File: src/design/tcw_pkg.sv
`default_nettype none
package tcw_pkg;

	// Field widths
	localparam int WIND_W   = 16;
	localparam int HALF_W   = 15;
	localparam int CNT_W    = 16;
	localparam int AGE_W    = 5;

	// Stream widths (padded to whole bytes)
	localparam int IN_TDATA_W  = 32;
	localparam int OUT_TDATA_W = 56;

	// Default history depth in hours
	localparam int HIST_HOURS_DEF = 24;

	// Timing constants
	localparam logic [CNT_W-1:0] MS_START         = 16'd30000;
	localparam logic [CNT_W-1:0] MS_PER_SEC       = 16'd1000;
	localparam logic [CNT_W-1:0] SEC_PER_HOUR     = 16'd3600;
	localparam logic [CNT_W-1:0] SEC_PER_HALF_DAY = 16'd43200;

	// Shared adder/subtractor
	typedef enum logic {
		ALU_ADD,
		ALU_SUB
	} alu_op_t;

	typedef struct packed {
		alu_op_t          op;
		logic [CNT_W-1:0] a;
		logic [CNT_W-1:0] b;
	} alu_req_t;

	// carry on ALU_SUB means a >= b (unsigned)
	typedef struct packed {
		logic [CNT_W-1:0] sum;
		logic             carry;
	} alu_rsp_t;

endpackage
`default_nettype wire

File: src/design/tcw_alu.sv
`default_nettype none
module tcw_alu (
	input  tcw_pkg::alu_req_t req,
	output tcw_pkg::alu_rsp_t rsp
);
	import tcw_pkg::*;

	logic [CNT_W-1:0] b_eff;
	logic             cin;
	logic [CNT_W:0]   full;

	// one 16-bit add; subtract as a + ~b + 1
	always_comb begin
		unique case (req.op)
			ALU_ADD: begin
				b_eff = req.b;
				cin   = 1'b0;
			end
			ALU_SUB: begin
				b_eff = ~req.b;
				cin   = 1'b1;
			end
			default: begin
				b_eff = req.b;
				cin   = 1'b0;
			end
		endcase
		full = {1'b0, req.a} + {1'b0, b_eff} + {{CNT_W{1'b0}}, cin};
	end

	assign rsp.sum   = full[CNT_W-1:0];
	assign rsp.carry = full[CNT_W];

endmodule
`default_nettype wire

File: src/design/tcw_hist.sv
`default_nettype none
module tcw_hist #(
	parameter int HISTORY_HOURS = tcw_pkg::HIST_HOURS_DEF,
	parameter int IDX_W         = $clog2(HISTORY_HOURS)
) (
	input  wire logic                       clk,
	input  wire logic                       arst_n,
	input  wire logic                       shift_en,
	input  wire logic [tcw_pkg::WIND_W-1:0] shift_data,
	input  wire logic [IDX_W-1:0]           rd_idx,
	output logic      [tcw_pkg::WIND_W-1:0] rd_data
);
	import tcw_pkg::*;

	logic [WIND_W-1:0] hist_q [HISTORY_HOURS];

	// shift line, newest at entry 0
	always_ff @(posedge clk or negedge arst_n) begin
		if (!arst_n) begin
			for (int i = 0; i < HISTORY_HOURS; i++) hist_q[i] <= '0;
		end else if (shift_en) begin
			hist_q[0] <= shift_data;
			for (int i = 1; i < HISTORY_HOURS; i++) hist_q[i] <= hist_q[i-1];
		end
	end

	// scan read port
	assign rd_data = hist_q[rd_idx];

endmodule
`default_nettype wire

File: src/design/tick_clock_with_wind_max_history.sv
// Channel   Dir  Fields (from bit 0 up)
// s_axis    in   wind_speed[15:0], pulse_half_period[30:16], pad[31]
// m_axis    out  pulse_level[0], max_wind[16:1], max_wind_hours_ago[21:17],
//                seconds_in_half_day[37:22], half_days[53:38], pad[55:54]
//
// An accepted item runs the ms increment, second check, pulse check (skipped with the
// pulse disabled) and ST_OUT, where the result is loaded. A second boundary adds the
// second increment and wrap and the hour check; a whole hour adds shift and rescan.
// Arithmetic but the index step uses one 16-bit adder/subtractor, one step a cycle.
// s_axis_tready is high only while the sequencer is idle.
// The output register holds a result until taken; the next item may already
// be accepted, but its result waits until the register is free.
// Reset (arst_n low) sets ms_q to MS_START; clears other counters, history, tvalid.
`default_nettype none
module tick_clock_with_wind_max_history #(
	parameter int HISTORY_HOURS = tcw_pkg::HIST_HOURS_DEF
) (
	input  wire logic                            clk,
	input  wire logic                            arst_n,
	input  wire logic                            s_axis_tvalid,
	output logic                                 s_axis_tready,
	// wind_speed, pulse_half_period, pad
	input  wire logic [tcw_pkg::IN_TDATA_W-1:0]  s_axis_tdata,
	output logic                                 m_axis_tvalid,
	input  wire logic                            m_axis_tready,
	// pulse_level, max_wind, max_wind_hours_ago, seconds_in_half_day, half_days, pad
	output logic      [tcw_pkg::OUT_TDATA_W-1:0] m_axis_tdata
);
	import tcw_pkg::*;

	localparam int IDX_W = $clog2(HISTORY_HOURS);
	localparam logic [IDX_W-1:0] IDX_LAST = IDX_W'(HISTORY_HOURS - 1);

	typedef enum logic [3:0] {
		ST_IDLE,
		ST_INC,
		ST_SEC_DIFF,
		ST_SEC_CMP,
		ST_SEC_INC,
		ST_SEC_WRAP,
		ST_HD_INC,
		ST_HOUR_MOD,
		ST_SHIFT,
		ST_SCAN,
		ST_PULSE_DIFF,
		ST_PULSE_CMP,
		ST_OUT
	} state_t;

	state_t            state_q;
	logic [CNT_W-1:0]  ms_q;
	logic [CNT_W-1:0]  mark_q;
	logic [CNT_W-1:0]  sec_q;
	logic [CNT_W-1:0]  hd_q;
	logic [CNT_W-1:0]  toggle_q;
	logic              pulse_q;
	logic [WIND_W-1:0] hmax_q;
	logic [AGE_W-1:0]  age_q;
	logic [CNT_W-1:0]  diff_q;
	logic [CNT_W-1:0]  rem_q;
	logic [IDX_W-1:0]  idx_q;
	logic [WIND_W-1:0] wind_q;
	logic [HALF_W-1:0] half_q;
	logic              out_valid_q;
	logic [OUT_TDATA_W-1:0] out_data_q;

	alu_req_t          alu_req;
	alu_rsp_t          alu_rsp;
	logic              shift_en;
	logic [WIND_W-1:0] rd_data;
	logic              in_acc;
	logic              out_load;

	assign s_axis_tready = (state_q == ST_IDLE);
	assign in_acc        = s_axis_tvalid && s_axis_tready;
	assign out_load      = (state_q == ST_OUT) && (!out_valid_q || m_axis_tready);
	assign shift_en      = (state_q == ST_SHIFT);
	assign m_axis_tvalid = out_valid_q;
	assign m_axis_tdata  = out_data_q;

	// operand select for the shared unit
	always_comb begin
		alu_req.op = ALU_ADD;
		alu_req.a  = ms_q;
		alu_req.b  = 16'd1;
		unique case (state_q)
			ST_INC: begin
				alu_req.op = ALU_ADD;
				alu_req.a  = ms_q;
				alu_req.b  = 16'd1;
			end
			ST_SEC_DIFF: begin
				alu_req.op = ALU_SUB;
				alu_req.a  = ms_q;
				alu_req.b  = mark_q;
			end
			ST_SEC_CMP: begin
				alu_req.op = ALU_SUB;
				alu_req.a  = diff_q;
				alu_req.b  = MS_PER_SEC;
			end
			ST_SEC_INC: begin
				alu_req.op = ALU_ADD;
				alu_req.a  = sec_q;
				alu_req.b  = 16'd1;
			end
			ST_SEC_WRAP: begin
				alu_req.op = ALU_SUB;
				alu_req.a  = sec_q;
				alu_req.b  = SEC_PER_HALF_DAY;
			end
			ST_HD_INC: begin
				alu_req.op = ALU_ADD;
				alu_req.a  = hd_q;
				alu_req.b  = 16'd1;
			end
			ST_HOUR_MOD: begin
				alu_req.op = ALU_SUB;
				alu_req.a  = rem_q;
				alu_req.b  = SEC_PER_HOUR;
			end
			ST_SCAN: begin
				alu_req.op = ALU_SUB;
				alu_req.a  = hmax_q;
				alu_req.b  = rd_data;
			end
			ST_PULSE_DIFF: begin
				alu_req.op = ALU_SUB;
				alu_req.a  = ms_q;
				alu_req.b  = toggle_q;
			end
			ST_PULSE_CMP: begin
				alu_req.op = ALU_SUB;
				alu_req.a  = diff_q;
				alu_req.b  = {1'b0, half_q};
			end
			ST_IDLE, ST_SHIFT, ST_OUT: begin
				alu_req.op = ALU_ADD;
				alu_req.a  = ms_q;
				alu_req.b  = 16'd1;
			end
			default: begin
				alu_req.op = ALU_ADD;
				alu_req.a  = ms_q;
				alu_req.b  = 16'd1;
			end
		endcase
	end

	tcw_alu u_alu (
		.req (alu_req),
		.rsp (alu_rsp)
	);

	tcw_hist #(
		.HISTORY_HOURS (HISTORY_HOURS),
		.IDX_W         (IDX_W)
	) u_hist (
		.clk        (clk),
		.arst_n     (arst_n),
		.shift_en   (shift_en),
		.shift_data (wind_q),
		.rd_idx     (idx_q),
		.rd_data    (rd_data)
	);

	// input capture, payload only
	always_ff @(posedge clk) begin
		if (in_acc) begin
			wind_q <= s_axis_tdata[WIND_W-1:0];
			half_q <= s_axis_tdata[WIND_W +: HALF_W];
		end
	end

	// sequencer, clock state and output register
	always_ff @(posedge clk or negedge arst_n) begin
		if (!arst_n) begin
			state_q     <= ST_IDLE;
			ms_q        <= MS_START;
			mark_q      <= '0;
			sec_q       <= '0;
			hd_q        <= '0;
			toggle_q    <= '0;
			pulse_q     <= 1'b0;
			hmax_q      <= '0;
			age_q       <= '0;
			diff_q      <= '0;
			rem_q       <= '0;
			idx_q       <= '0;
			out_valid_q <= 1'b0;
			out_data_q  <= '0;
		end else begin
			if (out_valid_q && m_axis_tready && !out_load) out_valid_q <= 1'b0;
			unique case (state_q)
				ST_IDLE: begin
					if (in_acc) state_q <= ST_INC;
				end
				ST_INC: begin
					ms_q    <= alu_rsp.sum;
					state_q <= ST_SEC_DIFF;
				end
				ST_SEC_DIFF: begin
					diff_q  <= alu_rsp.sum;
					state_q <= ST_SEC_CMP;
				end
				ST_SEC_CMP: begin
					// signed difference reached one second
					if (!diff_q[CNT_W-1] && alu_rsp.carry) begin
						mark_q  <= ms_q;
						state_q <= ST_SEC_INC;
					end else begin
						state_q <= ST_PULSE_DIFF;
					end
				end
				ST_SEC_INC: begin
					sec_q   <= alu_rsp.sum;
					state_q <= ST_SEC_WRAP;
				end
				ST_SEC_WRAP: begin
					if (alu_rsp.carry) begin
						sec_q   <= '0;
						state_q <= ST_HD_INC;
					end else begin
						rem_q   <= sec_q;
						state_q <= ST_HOUR_MOD;
					end
				end
				ST_HD_INC: begin
					hd_q    <= alu_rsp.sum;
					rem_q   <= '0;
					state_q <= ST_HOUR_MOD;
				end
				ST_HOUR_MOD: begin
					// repeated subtraction: zero remainder means a whole hour
					priority if (rem_q == '0) begin
						state_q <= ST_SHIFT;
					end else if (alu_rsp.carry) begin
						rem_q <= alu_rsp.sum;
					end else begin
						state_q <= ST_PULSE_DIFF;
					end
				end
				ST_SHIFT: begin
					hmax_q  <= '0;
					idx_q   <= '0;
					state_q <= ST_SCAN;
				end
				ST_SCAN: begin
					// strict greater wins, so the newest of equal values stays
					if (!alu_rsp.carry) begin
						hmax_q <= rd_data;
						age_q  <= AGE_W'(idx_q);
					end
					if (idx_q == IDX_LAST) begin
						state_q <= ST_PULSE_DIFF;
					end else begin
						idx_q <= idx_q + IDX_W'(1);
					end
				end
				ST_PULSE_DIFF: begin
					if (half_q == '0) begin
						state_q <= ST_OUT;
					end else begin
						diff_q  <= alu_rsp.sum;
						state_q <= ST_PULSE_CMP;
					end
				end
				ST_PULSE_CMP: begin
					if (!diff_q[CNT_W-1] && alu_rsp.carry) begin
						pulse_q  <= ~pulse_q;
						toggle_q <= ms_q;
					end
					state_q <= ST_OUT;
				end
				ST_OUT: begin
					if (out_load) begin
						out_valid_q <= 1'b1;
						out_data_q  <= {2'b00, hd_q, sec_q, age_q, hmax_q, pulse_q};
						state_q     <= ST_IDLE;
					end
				end
				default: state_q <= ST_IDLE;
			endcase
		end
	end

endmodule
`default_nettype wire

File: config.mk
export PLATFORM = sky130hd
export DESIGN_NAME = tick_clock_with_wind_max_history
export DESIGN_NICKNAME = d
export VERILOG_FILES = /design/src/design/tcw_pkg.sv /design/src/design/tcw_alu.sv /design/src/design/tcw_hist.sv /design/src/design/tick_clock_with_wind_max_history.sv
export SDC_FILE = /design/constraint.sdc
export NUM_CORES = 1
export LEC_CHECK = 0
export BUFFER_PORTS_ARGS = -buffer_cell sky130_fd_sc_hd__buf_2
export CORE_MARGIN = 3
export CORE_UTILIZATION = 24
export DETAILED_ROUTE_END_ITERATION = 16
export SETUP_SLACK_MARGIN = 0.1
export SYNTH_ARGS = -nofsm -noshare
export SYNTH_HDL_FRONTEND = slang
export SYNTH_SLANG_ARGS = --single-unit
File: constraint.sdc
create_clock -name clk -period 11.1 [get_ports clk]
set_input_delay 0.555 -clock clk [delete_from_list [all_inputs] [get_ports clk]]
set_output_delay 0.555 -clock clk [all_outputs]
set_load 0.01 [all_outputs]
==> metrics <==
Final Cycle Share 59.70%; worst stage delay on the critical path roughly 800 ps; Post-CTS Resized 0; Fin Setup TNS 0 ps; via count 20100; Slew headroom approximately 29%; Max-cap violations 0; most frequent cells in the layout 1299 x nand2_1, 572 x dfrtp_1, 106 x mux4_2; Total Routing Usage GR 11.60%; status finished clean; RSZ-0062 raised after global routing no; R2R cell count 14; Crit path max-delay family compound AO/OA/AOI/OAI gates; Area Growth Syn to Fin 13.79%; die span in y approximately 350 microns; proportion of layout cells with a drive suffix above 1 15.71%; Residual DRC 0; CP Max Fanout 36; post-CTS setup buffers 0; Setup Skew 37.00 ps; Fin. Hold Viols 0; Mapped Cells 2816; CP Cell Sequence buf_4, mux4_2, mux4_2, a21oi_1, nor2_1, a311oi_1, ha_1, o21a_1, nor2_1, o31a_2, a211oi_1, o21bai_1, nor3_4, mux2_2; std cell rows between 100 and 150; Clk pin slew, worst setup/hold paths 60 ps; htree depth 2; hold_ws between 70 and 80 ps; fill count 11970; Bufs and invs on worst path 1; DIE WIDTH approximately 350 microns; DP Wirelength 45.27 mm; commonest non-fill, non-tap cell in the layout nand2_1; worst hold path type input port to flop; final core occ 27.77%; WP data required 11610 ps; FF-to-FF Start idx_q[0]; ANT nets after route 0; CP max-delay cell dfrtp_4; Power Dens Cells about 260 nW/um^2; Port-buffer cells 90; Final GP Congestion 0.8601; CTS tree built; vias in the first global route 19460; CTS Root Buffer Type clkbuf_16; CP Launch Type flop; WL final 71.18 mm; EDFF count, synth 31; Core Area 115300 sq um; Net Sw Frac 41.00%; sequential power share between 30 and 40%; leakage 15.55 nW; Synth Flop Type dfrtp_1; synthesized flop and latch total 613; Yosys warnings 0; Unique masters post-synth between 90 and 100; drt pass-1 iters 9; fin nets between 2000 and 3000; Place WS 4475 ps; crit path time final 6626 ps; Post-Syn Area per Cell ~10 sq um; register area share after synthesis between 50 and 60%; Critical R2R Capture toggle_q[12]; largest net degree at the start of global routing 236; final setup margin 4474 ps; Initial Util 24.41%; Crit path depth 14; Vias/cell ~4.6; Critical Path End Type flop; gr ovfl total 0; mapped cell area 28140 sq um; Peak VDD IR between 150 and 200 uV; num ports between 90 and 100; Critical Path Sink toggle_q[12]; first-pass GRT wire length 113.6 mm; CTS Buffer Depth 3; Cell Int Power 5.000 mW; worst slew pin tran 1065 ps; antenna violations before repair 1; Net Sw Power between 3 and 4 mW; WL/cell approximately 16 microns; CTS Buf Count 60; Clk pwr share roughly a quarter; Final Max Tran Viols 0; worst skew pair latency ~660 ps; CTS Hold Buffers Added 1; DRT iter0 DRCs 2160; setup-violating endpoint count in the final report 0; r2r setup slk 4470 ps; critical path class flop to flop; ANT cells 0; Sink Count 613; fmax about 0.15 GHz; ys async rst share 94.94%; area of the die approximately 120000 sq um; Gate power share a little under 40%; Data arrival, critical path 7130 ps; crit path from idx_q[0]
state kept, by name, indices dropped and copies added, names as in the netlist:
name,flops
rem_q,16
hd_q,16
pulse_q,1
state_q,4
mark_q,16
diff_q,16
m_axis_tdata,54
toggle_q,16
hmax_q,16
age_q,5
m_axis_tvalid,1
u_hist.hist_q,384
wind_q,16
ms_q,16
sec_q,16
idx_q,5
half_q,15
power by group through the flow:
stage	Sequential [mW]	Clock, mW	Combinational, mW
after floorplan	2.98	0	2.29
after global placement	3.16	0	3.21
after detailed placement	3.17	0	3.24
after CTS	3.13	2.14	3.25
after global routing	3.19	2.24	3.56
final	3.13	2.08	3.27
cell type report:
cell class,count,area (sq um),share of cell area (%)
clock buffers,90,1704,5.323
clock inverters,22,296.5,0.9262
inverters,20,75.07,0.2345
multi-input cells,2004,11800,36.87
flip-flops and latches,613,15510,48.45
well taps,1512,1892,5.909
repair buffers,121,733.2,2.290
worst reg2reg max path: stages, from the launching register on:
cell	delay (ps)
dfrtp_4	810
buf_4	780
mux4_2	620
mux4_2	520
a21oi_1	310
nor2_1	180
a311oi_1	510
ha_1	380
o21a_1	160
nor2_1	40
o31a_2	380
a211oi_1	310
o21bai_1	250
nor3_4	790
mux2_2	430
synth_stat cells, types with 3 or more instances:
cell / n / area share, %
a222oi_1: 27 / 0.96
o21ai_1: 4 / 0.071
o21a_1: 3 / 0.080
and4_1: 3 / 0.093
a21o_1: 4 / 0.11
nand3_1: 30 / 0.53
nand2_1: 1299 / 17
o22ai_1: 12 / 0.27
mux4_2: 106 / 8.5
dfstp_2: 7 / 0.65
nand4_1: 4 / 0.089
nor4_1: 10 / 0.22
and3_1: 14 / 0.31
o211ai_1: 8 / 0.21
inv_1: 20 / 0.27
nor2b_1: 10 / 0.22
nor2_1: 60 / 0.80
mux2i_1: 29 / 1.0
nand2b_1: 13 / 0.29
o31ai_1: 3 / 0.080
nor3_1: 10 / 0.18
dfrtp_1: 575 / 51
or4_1: 6 / 0.16
o21ai_0: 72 / 1.3
edfxtp_1: 31 / 3.3
buf_2: 14 / 0.25
mux2_2: 94 / 3.8
a21oi_1: 47 / 0.84
a211oi_1: 4 / 0.11
buf_4: 5 / 0.13
and2_1: 7 / 0.16
clkbuf_8: 4 / 0.20
o2bb2ai_1: 3 / 0.093
buf_1: 6 / 0.080
a31oi_1: 10 / 0.22
clkbuf_1: 145 / 1.9
xor2_1: 13 / 0.40
ha_1: 16 / 0.71
a22oi_1: 16 / 0.43
or3_1: 4 / 0.089
through the flow:
step | instance area [sq um] | std cells | total power, mW
after global placement | 30010 | 4269 | 6.363
after floorplan | 28140 | 2817 | 5.275
after CTS | 32020 | 4382 | 8.520
after global routing | 32020 | 4382 | 8.989
after detailed placement | 30010 | 4269 | 6.409
final | 32020 | 4382 | 8.476
per-layer routing:
| layer | part of all wire (%) | wire length, microns | track usage [%] |
|---|---|---|---|
| met1 | 46 | 32740 | 16.82 |
| met2 | 46 | 32430 | 18.19 |
| met3 | 6.3 | 4476 | 1.699 |
| met4 | 2.1 | 1518 | 2.866 |
| met5 | 0.018 | 13 | 0 |
how the worst min path moves through the flow:
stage / start / endpoint / slack, ps / cells after the start
floorplan: arst_n / age_q[0] / 260 / 0
global placement: wind_q[1] / u_hist.hist_q[369] / 420 / 2
detailed placement: wind_q[14] / u_hist.hist_q[382] / 430 / 2
CTS: s_axis_tdata[13] / wind_q[13] / 30 / 1
global route: s_axis_tdata[1] / wind_q[1] / 40 / 1
finish: s_axis_tdata[7] / wind_q[7] / 70 / 1
kinds of logic (layout without fill, tap and decap cells):
logic type,count (synthesis),count (layout),synth area share [%]
buffers and inverters,200,253,3.091
adders and majority gates,17,17,0.7827
xor gates and xnor gates,15,15,0.4670
DFF,613,613,55.10
AOI/OAI and AO/OA,245,245,5.941
other,1,2,0.01333
and+or+nand+nor,1496,1496,21.32
muxes,229,229,13.28
No activity file was read; power rests on OpenSTA's default activity.
